--- src/rtl/core/gbpw_pkg.sv ---
// gbpw_pkg: shared types and constants for the glyph bitmap pixel writer
`default_nettype none

package gbpw_pkg;

   // glyph geometry
   localparam int COORD_WIDTH = 12;
   localparam int MAX_PITCH   = 256;
   localparam int PITCH_WIDTH = $clog2(MAX_PITCH + 1);
   localparam int NEED_WIDTH  = COORD_WIDTH - 2;
   localparam int NEED_MAX    = 1 << (COORD_WIDTH - 3);
   localparam int SPAN_MAX    = (MAX_PITCH > NEED_MAX) ? MAX_PITCH : NEED_MAX;
   localparam int BYTE_WIDTH  = $clog2(SPAN_MAX);
   localparam int SPAN_WIDTH  = BYTE_WIDTH + 1;

   // framebuffer side
   localparam int ADDR_WIDTH  = 32;
   localparam int DATA_WIDTH  = 32;
   localparam int LINE_WIDTH  = 16;
   localparam int BPP_WIDTH   = 6;
   localparam int SIZE_WIDTH  = 2;
   localparam int SHIFT_WIDTH = 2;

   // operation codes
   localparam logic OP_START = 1'b0;
   localparam logic OP_BYTE  = 1'b1;

   // write size codes
   localparam logic [SIZE_WIDTH-1:0] SIZE_BYTE = 2'd0;
   localparam logic [SIZE_WIDTH-1:0] SIZE_HALF = 2'd1;
   localparam logic [SIZE_WIDTH-1:0] SIZE_WORD = 2'd2;

   // supported pixel depths
   localparam logic [BPP_WIDTH-1:0] BPP_8     = 6'd8;
   localparam logic [BPP_WIDTH-1:0] BPP_16    = 6'd16;
   localparam logic [BPP_WIDTH-1:0] BPP_32    = 6'd32;
   localparam logic [BPP_WIDTH-1:0] BPP_RESET = BPP_16;

   // register indexes
   localparam int CSR_INDEX_WIDTH = 2;
   localparam logic [CSR_INDEX_WIDTH-1:0] CSR_FRAME_BASE  = 2'd0;
   localparam logic [CSR_INDEX_WIDTH-1:0] CSR_LINE_BYTES  = 2'd1;
   localparam logic [CSR_INDEX_WIDTH-1:0] CSR_BPP         = 2'd2;
   localparam logic [CSR_INDEX_WIDTH-1:0] CSR_FOREGROUND  = 2'd3;

   typedef struct packed {
      logic                   operation;
      logic [COORD_WIDTH-1:0] left_column;
      logic [COORD_WIDTH-1:0] top_row;
      logic [COORD_WIDTH-1:0] right_column;
      logic [COORD_WIDTH-1:0] bottom_row;
      logic [PITCH_WIDTH-1:0] row_pitch;
      logic [7:0]             bitmap_byte;
   } req_type;

   typedef struct packed {
      logic [ADDR_WIDTH-1:0] write_address;
      logic [DATA_WIDTH-1:0] write_data;
      logic [SIZE_WIDTH-1:0] write_size;
      logic                  last_write;
   } rsp_type;

endpackage

`default_nettype wire

--- src/rtl/core/glyph_bitmap_pixel_writer.sv ---
// glyph_bitmap_pixel_writer: turns glyph bitmap bytes into framebuffer pixel writes
//
// Usage: a start item on req_ loads the glyph box and row pitch; bitmap byte items
// follow in buffer order. Each set bit that falls inside the box gives one write
// item on rsp_ (address, data, size), leftmost pixel first, with last_write on the
// final write of that byte. Bytes that produce no writes give no rsp_ item.
// Registers are written through csr_ (index, data); csr_ready is always high.
// A byte's writes pass through the pixel stage and then the output register to rsp_.
// The single pixel stage gives one write item per cycle while rsp_stall is low.
// The pixel stage takes the next byte in the cycle its last write moves to the output
// register, so while rsp_stall is low, bytes with one write each stream at one per
// cycle. rsp_stall holds the output register and, once the pixel stage fills behind
// it, raises req_stall.
// Reset (synchronous, active high) empties both stages, clears the glyph box and
// restores the register reset values (bits_per_pixel 16, the rest zero).
`default_nettype none

module glyph_bitmap_pixel_writer (
   input  wire logic                                  clock,
   input  wire logic                                  reset,
   // request items
   input  wire logic                                  req_valid,
   output      logic                                  req_stall,
   input  wire gbpw_pkg::req_type                     req_payload,
   // write items
   output      logic                                  rsp_valid,
   input  wire logic                                  rsp_stall,
   output      gbpw_pkg::rsp_type                     rsp_payload,
   // register writes
   input  wire logic                                  csr_valid,
   output      logic                                  csr_ready,
   input  wire logic [gbpw_pkg::CSR_INDEX_WIDTH-1:0]  csr_index,
   input  wire logic [31:0]                           csr_data
);

   localparam int CW = gbpw_pkg::COORD_WIDTH;
   localparam int BW = gbpw_pkg::BYTE_WIDTH;
   localparam int SW = gbpw_pkg::SPAN_WIDTH;
   localparam int PW = gbpw_pkg::PITCH_WIDTH;
   localparam int NW = gbpw_pkg::NEED_WIDTH;
   localparam int AW = gbpw_pkg::ADDR_WIDTH;
   localparam int DW = gbpw_pkg::DATA_WIDTH;

   // configuration registers
   logic [AW-1:0]                      frame_base_ff;
   logic [gbpw_pkg::LINE_WIDTH-1:0]    line_bytes_ff;
   logic [gbpw_pkg::BPP_WIDTH-1:0]     bpp_ff;
   logic [DW-1:0]                      foreground_ff;

   // glyph box and position
   logic [CW-1:0] box_left_ff, box_left_in;
   logic [CW-1:0] box_top_ff, box_top_in;
   logic [CW-1:0] box_right_ff, box_right_in;
   logic [CW-1:0] box_bottom_ff, box_bottom_in;
   logic [PW-1:0] box_pitch_ff, box_pitch_in;
   logic [CW-1:0] current_row_ff, current_row_in;
   logic [BW-1:0] byte_in_row_ff, byte_in_row_in;

   // pixel stage
   logic [7:0]                          mask_ff, mask_in;
   logic [AW-1:0]                       row_addr_ff, row_addr_in;
   logic [CW-1:0]                       base_x_ff, base_x_in;
   logic [gbpw_pkg::SHIFT_WIDTH-1:0]    shift_ff, shift_in;
   logic [gbpw_pkg::SIZE_WIDTH-1:0]     size_ff, size_in;
   logic [DW-1:0]                       data_ff, data_in;

   // output register
   logic              rsp_valid_ff, rsp_valid_in;
   gbpw_pkg::rsp_type rsp_ff, rsp_in;

   // front-end decode
   logic                                 accept;
   logic                                 row_active;
   logic                                 depth_ok;
   logic [NW-1:0]                        need;
   logic [CW:0]                          width_ext;
   logic [SW-1:0]                        span;
   logic [SW-1:0]                        byte_next;
   logic [CW-1:0]                        base_x;
   logic [7:0]                           pix_mask;
   logic [CW+gbpw_pkg::LINE_WIDTH-1:0]   row_offset;
   logic [AW-1:0]                        row_addr;
   logic [gbpw_pkg::SHIFT_WIDTH-1:0]     pix_shift;
   logic [gbpw_pkg::SIZE_WIDTH-1:0]      pix_size;
   logic [DW-1:0]                        pix_data;

   // back-end select
   logic          advance;
   logic          one_left;
   logic          stage_free;
   logic [2:0]    pick;
   logic [7:0]    mask_rest;
   logic [CW-1:0] pix_x;

   assign csr_ready = 1'b1;
   assign rsp_valid = rsp_valid_ff;
   assign rsp_payload = rsp_ff;

   // pixel stage hand-off
   assign advance    = (|mask_ff) && (!rsp_valid_ff || !rsp_stall);
   assign one_left   = ((mask_ff & (mask_ff - 8'd1)) == 8'd0);
   assign stage_free = !(|mask_ff) || (advance && one_left);
   assign req_stall  = !stage_free;
   assign accept     = req_valid && stage_free;

   // pixel format from the configured depth
   always_comb begin
      depth_ok  = 1'b1;
      pix_shift = 2'd0;
      pix_size  = gbpw_pkg::SIZE_BYTE;
      pix_data  = '0;
      unique case (bpp_ff)
         gbpw_pkg::BPP_8: begin
            pix_data = {24'd0, foreground_ff[7:0]};
         end
         gbpw_pkg::BPP_16: begin
            pix_shift = 2'd1;
            pix_size  = gbpw_pkg::SIZE_HALF;
            pix_data  = {16'd0, foreground_ff[23:19], foreground_ff[15:10],
                         foreground_ff[7:3]};
         end
         gbpw_pkg::BPP_32: begin
            pix_shift = 2'd2;
            pix_size  = gbpw_pkg::SIZE_WORD;
            pix_data  = foreground_ff;
         end
         default: begin
            depth_ok = 1'b0;
         end
      endcase
   end

   // bytes needed per row and the row span
   always_comb begin
      width_ext = {1'b0, box_right_ff} - {1'b0, box_left_ff} + (CW+1)'(7);
      need      = (box_right_ff > box_left_ff) ? NW'(width_ext >> 3) : '0;
      span      = SW'(box_pitch_ff);
      if (SW'(need) > span) begin
         span = SW'(need);
      end
      if (span == '0) begin
         span = SW'(1);
      end
      byte_next = SW'(byte_in_row_ff) + SW'(1);
   end

   // pixel mask for the incoming byte, leftmost pixel in bit 0
   always_comb begin
      row_active = (current_row_ff < box_bottom_ff);
      base_x     = box_left_ff + CW'({byte_in_row_ff, 3'b000});
      row_offset = current_row_ff * line_bytes_ff;
      row_addr   = frame_base_ff + AW'(row_offset);
      for (int j = 0; j < 8; j++) begin
         pix_mask[j] = req_payload.bitmap_byte[7-j] &&
                       (({1'b0, base_x} + (CW+1)'(j)) < {1'b0, box_right_ff});
      end
      if (!(depth_ok && row_active && (SW'(byte_in_row_ff) < SW'(need)))) begin
         pix_mask = '0;
      end
   end

   // first remaining pixel of the stage
   always_comb begin
      pick = 3'd0;
      for (int j = 7; j >= 0; j--) begin
         if (mask_ff[j]) begin
            pick = 3'(j);
         end
      end
      mask_rest = mask_ff & ~(8'd1 << pick);
      pix_x     = base_x_ff + CW'(pick);
   end

   // next state
   always_comb begin
      box_left_in    = box_left_ff;
      box_top_in     = box_top_ff;
      box_right_in   = box_right_ff;
      box_bottom_in  = box_bottom_ff;
      box_pitch_in   = box_pitch_ff;
      current_row_in = current_row_ff;
      byte_in_row_in = byte_in_row_ff;
      mask_in        = mask_ff;
      row_addr_in    = row_addr_ff;
      base_x_in      = base_x_ff;
      shift_in       = shift_ff;
      size_in        = size_ff;
      data_in        = data_ff;
      rsp_valid_in   = rsp_valid_ff;
      rsp_in         = rsp_ff;

      // output register
      if (advance) begin
         rsp_valid_in          = 1'b1;
         rsp_in.write_address  = row_addr_ff + (AW'(pix_x) << shift_ff);
         rsp_in.write_data     = data_ff;
         rsp_in.write_size     = size_ff;
         rsp_in.last_write     = (mask_rest == 8'd0);
         mask_in               = mask_rest;
      end else if (!rsp_stall) begin
         rsp_valid_in = 1'b0;
      end

      // accepted item
      if (accept) begin
         unique case (req_payload.operation)
            gbpw_pkg::OP_START: begin
               box_left_in    = req_payload.left_column;
               box_top_in     = req_payload.top_row;
               box_right_in   = req_payload.right_column;
               box_bottom_in  = req_payload.bottom_row;
               box_pitch_in   = (req_payload.row_pitch > PW'(gbpw_pkg::MAX_PITCH)) ?
                                PW'(gbpw_pkg::MAX_PITCH) : req_payload.row_pitch;
               current_row_in = req_payload.top_row;
               byte_in_row_in = '0;
            end
            default: begin
               if (row_active) begin
                  if (byte_next >= span) begin
                     byte_in_row_in = '0;
                     current_row_in = current_row_ff + CW'(1);
                  end else begin
                     byte_in_row_in = BW'(byte_next);
                  end
               end
               if (pix_mask != 8'd0) begin
                  mask_in     = pix_mask;
                  row_addr_in = row_addr;
                  base_x_in   = base_x;
                  shift_in    = pix_shift;
                  size_in     = pix_size;
                  data_in     = pix_data;
               end
            end
         endcase
      end
   end

   // configuration registers
   always_ff @(posedge clock) begin
      if (reset) begin
         frame_base_ff <= '0;
         line_bytes_ff <= '0;
         bpp_ff        <= gbpw_pkg::BPP_RESET;
         foreground_ff <= '0;
      end else if (csr_valid && csr_ready) begin
         unique case (csr_index)
            gbpw_pkg::CSR_FRAME_BASE: frame_base_ff <= csr_data;
            gbpw_pkg::CSR_LINE_BYTES: line_bytes_ff <= csr_data[gbpw_pkg::LINE_WIDTH-1:0];
            gbpw_pkg::CSR_BPP:        bpp_ff        <= csr_data[gbpw_pkg::BPP_WIDTH-1:0];
            gbpw_pkg::CSR_FOREGROUND: foreground_ff <= csr_data;
            default: ;
         endcase
      end
   end

   // control state
   always_ff @(posedge clock) begin
      if (reset) begin
         box_left_ff    <= '0;
         box_top_ff     <= '0;
         box_right_ff   <= '0;
         box_bottom_ff  <= '0;
         box_pitch_ff   <= '0;
         current_row_ff <= '0;
         byte_in_row_ff <= '0;
         mask_ff        <= '0;
         rsp_valid_ff   <= 1'b0;
      end else begin
         box_left_ff    <= box_left_in;
         box_top_ff     <= box_top_in;
         box_right_ff   <= box_right_in;
         box_bottom_ff  <= box_bottom_in;
         box_pitch_ff   <= box_pitch_in;
         current_row_ff <= current_row_in;
         byte_in_row_ff <= byte_in_row_in;
         mask_ff        <= mask_in;
         rsp_valid_ff   <= rsp_valid_in;
      end
   end

   // payload registers
   always_ff @(posedge clock) begin
      row_addr_ff <= row_addr_in;
      base_x_ff   <= base_x_in;
      shift_ff    <= shift_in;
      size_ff     <= size_in;
      data_ff     <= data_in;
      rsp_ff      <= rsp_in;
   end

endmodule

`default_nettype wire
--- config.mk ---
export PLATFORM = sky130hd
export DESIGN_NAME = glyph_bitmap_pixel_writer
export DESIGN_NICKNAME = d
export VERILOG_FILES = /design/src/rtl/core/gbpw_pkg.sv /design/src/rtl/core/glyph_bitmap_pixel_writer.sv
export SDC_FILE = /design/constraint.sdc
export NUM_CORES = 1
export LEC_CHECK = 0
export ABC_AREA = 1
export BUFFER_PORTS_ARGS = -buffer_cell sky130_fd_sc_hd__clkbuf_2
export CAP_MARGIN = 20
export CORE_MARGIN = 5
export CORE_UTILIZATION = 45
export DETAILED_ROUTE_END_ITERATION = 6
export SLEW_MARGIN = 30
export SYNTH_ARGS = -nofsm -noshare
export SYNTH_HDL_FRONTEND = slang
export SYNTH_SLANG_ARGS = --single-unit
--- constraint.sdc ---
create_clock -name clock -period 10 [get_ports clock]
set_input_delay 2.5 -clock clock [delete_from_list [all_inputs] [get_ports clock]]
set_output_delay 2.5 -clock clock [all_outputs]
set_load 0.05 [all_outputs]
==> impl_metrics.csv <==
group,metric,value,unit
outcome,status,"finished clean",
clock_tree,hold_buffers,0,
pwr,power_density,337.3,nW/um2
worst_hold_path,hold_class,"flip-flop to flip-flop",
logic_synthesis,syn_avg_cell_area,8.196,um2
clock_tree,clock-sinks,306,
layout,regArea,7580,um2
layout,drive_gt1_share,9.542,%
layout,final_cells,3956,
clock_tree,cts_resized,0,
worst_setup_path,critical_path.endpoint_type,"flip-flop",
clock_tree,clock-root-buffer,"clkbuf_16",
placed_design,gp_congestion,0.8986,
drt,vias,20360,
worst_setup_path,reg2reg_depth,39,
logic_synthesis,syn_area,25100,um2
worst_setup_path,crit_path_max_fanout,18,
pwr,vdd_drop_max,0.2390,mV
timing,setup_tns,0,ps
logic_synthesis,ys_seq_area_share,30.19,%
logic_synthesis,synth_area_leaders,"edfxtp_1 (17%), fa_1 (14%), dfxtp_1 (13%)",
clock_tree,clkLatencyLatePin,570,ps
drt,avgRoutedWirePerCell,17.36,um
worst_setup_path,path_class,"flip-flop to flip-flop",
floorplanning,start_util,45.46,%
floorplanning,die_w,246.2,um
logic_synthesis,yosysWarnings,0,
worst_setup_path,slowest_delay,660,ps
clock_tree,numCtsBuffers,37,
logic_synthesis,synth.distinct_cells,58,
timing,rsz0062_at_grt,"false",
drt,viasPerCell,5.146,
layout,multi_input_area,15100,um2
placed_design,dp_hpwl,53720,um
placed_design,port_buffers,173,
drt,drt-total-wl,68670,um
grt,grt_max_degree,109,
layout,final_cell_area,27810,um2
clock_tree,cts_tree,"yes",
timing,finalMaxSlewViolations,0,
grt,gr-total-overflow,0,
worst_setup_path,timing.rr.start,"box_left_ff[2]",
placed_design,placedInstanceArea,26530,um2
clock_tree,postCtsSetupBuffers,0,
worst_setup_path,critPathSlowestCell,"dfxtp_1",
floorplanning,dieHeight,246.2,um
timing,fin_crit_sh,62.37,%
timing,finalHoldViolCount,0,
clock_tree,clockBufferDepth,3,
timing,setup_viol,0,
grt,antenna_found_initial,2,
worst_setup_path,crit_required,10430,ps
drt,dr.pass1.iters,5,
timing,fmax,0.1603,GHz
worst_setup_path,crit_arrival,6670,ps
worst_setup_path,crit_start,"box_left_ff[2]",
placed_design,dp_cells,3887,
floorplanning,coreArea,55200,um2
logic_synthesis,ys_ff_latch,306,
grt,grt_pass1_vias,20530,
grt,grt_usage,22.54,%
run,cap_violations,0,
worst_setup_path,crit_path_end,"current_row_ff[4]",
logic_synthesis,syn_inst,3062,
pwr,leakagePower,0.01376,uW
timing,post-route-min-period,6237,ps
timing,max_slew.worst_pin.slew,972.2,ps
drt,final_antenna_net_count,0,
layout,fillerInstances,5277,
worst_setup_path,reg2reg_setup_slack,3760,ps
floorplanning,num_rows,86,
floorplanning,pin_count,175,
drt,drc,0,
grt,grt_pass1_wl,109700,um
drt,drt_iter0_drc,1321,
layout,nNetsFinal,3715,
clock_tree,h-tree-depth,2,
worst_setup_path,cp-start-kind,"flip-flop",
logic_synthesis,synthFlopType,"dfxtp_1",
worst_setup_path,regToRegEndpoint,"current_row_ff[4]",
logic_synthesis,yosys.area.top_type,"edfxtp_1",
timing,slew_headroom,35.10,%
logic_synthesis,async_reset_ff_share,0,%
clock_tree,clkSlewWorstSetupHoldPaths,60,ps
floorplanning,die_area,60590,um2
logic_synthesis,synth_edf_count,145,
layout,areaGrowthSynthToFinish,10.82,%
logic_synthesis,synth_top_area_share,17.35,%
timing,finClkSkew,38.61,ps
worst_setup_path,crit_top_cell,"nand2_1",
logic_synthesis,synth_fp_nets,3599,
-- cell type report --
type,count,share of cell area [%]
inverter,530,7.162
clock buffer,50,3.648
tap,748,3.365
antenna,1,0.008997
clock inverter,18,0.9222
timing repair buffer,181,3.356
multi-input combinational,2122,54.28
sequential,306,27.25
-- sequential cells by signal, indices dropped and copies added (netlist names) --
name and cells:
base_x_ff 12, box_bottom_ff 12, box_left_ff 12, box_pitch_ff 9, box_right_ff 12, bpp_ff 6
byte_in_row_ff 9, current_row_ff 12, data_ff 32, foreground_ff 32, frame_base_ff 32, line_bytes_ff 16
mask_ff 8, row_addr_ff 32, rsp_payload 67, rsp_valid 1, size_ff 2
-- critical path: cells and delay by family (launching register included) --
family	cells	cell delay, ps
buffers and inverters	5	700
adder cells (fa/ha/maj)	4	1180
AND/OR/NAND/NOR	21	2130
AO/OA/AOI/OAI	9	1460
flip-flops	1	660
-- synth_stat cells (8+ instances only) --
cell type / n
clkbuf_1: 72
nor2_1: 259
a211oi_1: 13
fa_1: 175
inv_1: 517
a21o_1: 8
o211ai_1: 8
inv_2: 11
ha_1: 257
o22ai_1: 16
a21oi_1: 218
nand4_1: 28
buf_2: 13
o21ai_0: 209
nand3_1: 78
dfxtp_1: 161
xnor2_1: 34
nand2_1: 594
xor2_1: 106
buf_1: 10
nand2_2: 9
nor3_1: 20
edfxtp_1: 145
-- per-stage QoR --
stage | hold WS [ps] | util [%] | total power, uW | worst slack [ps]
CTS | 420.3 | 50.36 | 9431 | 3823
global placement | 403.4 | 48.06 | 7832 | 4048
floorplan | 400.3 | - | 6598 | 2719
global route | 422.0 | 50.39 | 10310 | 3096
detailed placement | 404.5 | 48.06 | 7996 | 3842
finish | 419.6 | 50.39 | 9380 | 3763
-- cell families (layout without fill, tap and decap cells) --
logic type	after synthesis	count (layout)	share of synthesized area, %
other	1	2	0.01494
muxes	4	4	0.1595
DFF	306	306	30.19
adders and majority gates	432	432	26.77
and+or+nand+nor	1030	1030	17.07
buffers and inverters	634	779	9.717
xor gates and xnor gates	140	140	4.886
AOI/OAI and AO/OA	515	515	11.19
-- power breakdown --
| part | total (uW) | internal [uW] | leakage [uW] | switching, uW |
|---|---|---|---|---|
| Sequential | 2290 | 1930 | 0.00271 | 354 |
| Clock | 1380 | 828 | 0.000613 | 556 |
| Combinational | 5710 | 1860 | 0.0104 | 3850 |
| Total | 9380 | 4620 | 0.0138 | 4760 |
-- per-layer routing --
metal	GRT usage, %	wire, um	up-vias
li1	-	-	10020
met5	0	0	-
met1	32.82	32400	9686
met4	5.891	1767	0
met2	35.75	30620	550
met3	2.886	3885	103
-- how the worst min path moves through the flow --
stage | cells after the start | end | slack [ps] | start
after floorplan | 0 | rsp_payload[10] | 400 | data_ff[7]
after global placement | 0 | rsp_payload[32] | 400 | data_ff[29]
after detailed placement | 0 | rsp_payload[25] | 400 | data_ff[22]
after CTS | 0 | rsp_payload[15] | 420 | data_ff[12]
after global routing | 0 | rsp_payload[15] | 420 | data_ff[12]
final | 0 | rsp_payload[15] | 420 | data_ff[12]
-- layout by cell type, fill, tap and decap left out, drive strengths merged, types with 34 or more instances in the layout --
cell type,n
a21oi,225
clkbuf,223
dfxtp,161
edfxtp,145
fa,175
ha,257
inv,528
nand2,607
nand3,81
nor2,266
o21ai,215
xnor2,34
xor2,106
No activity file was read; power rests on OpenSTA's default activity.
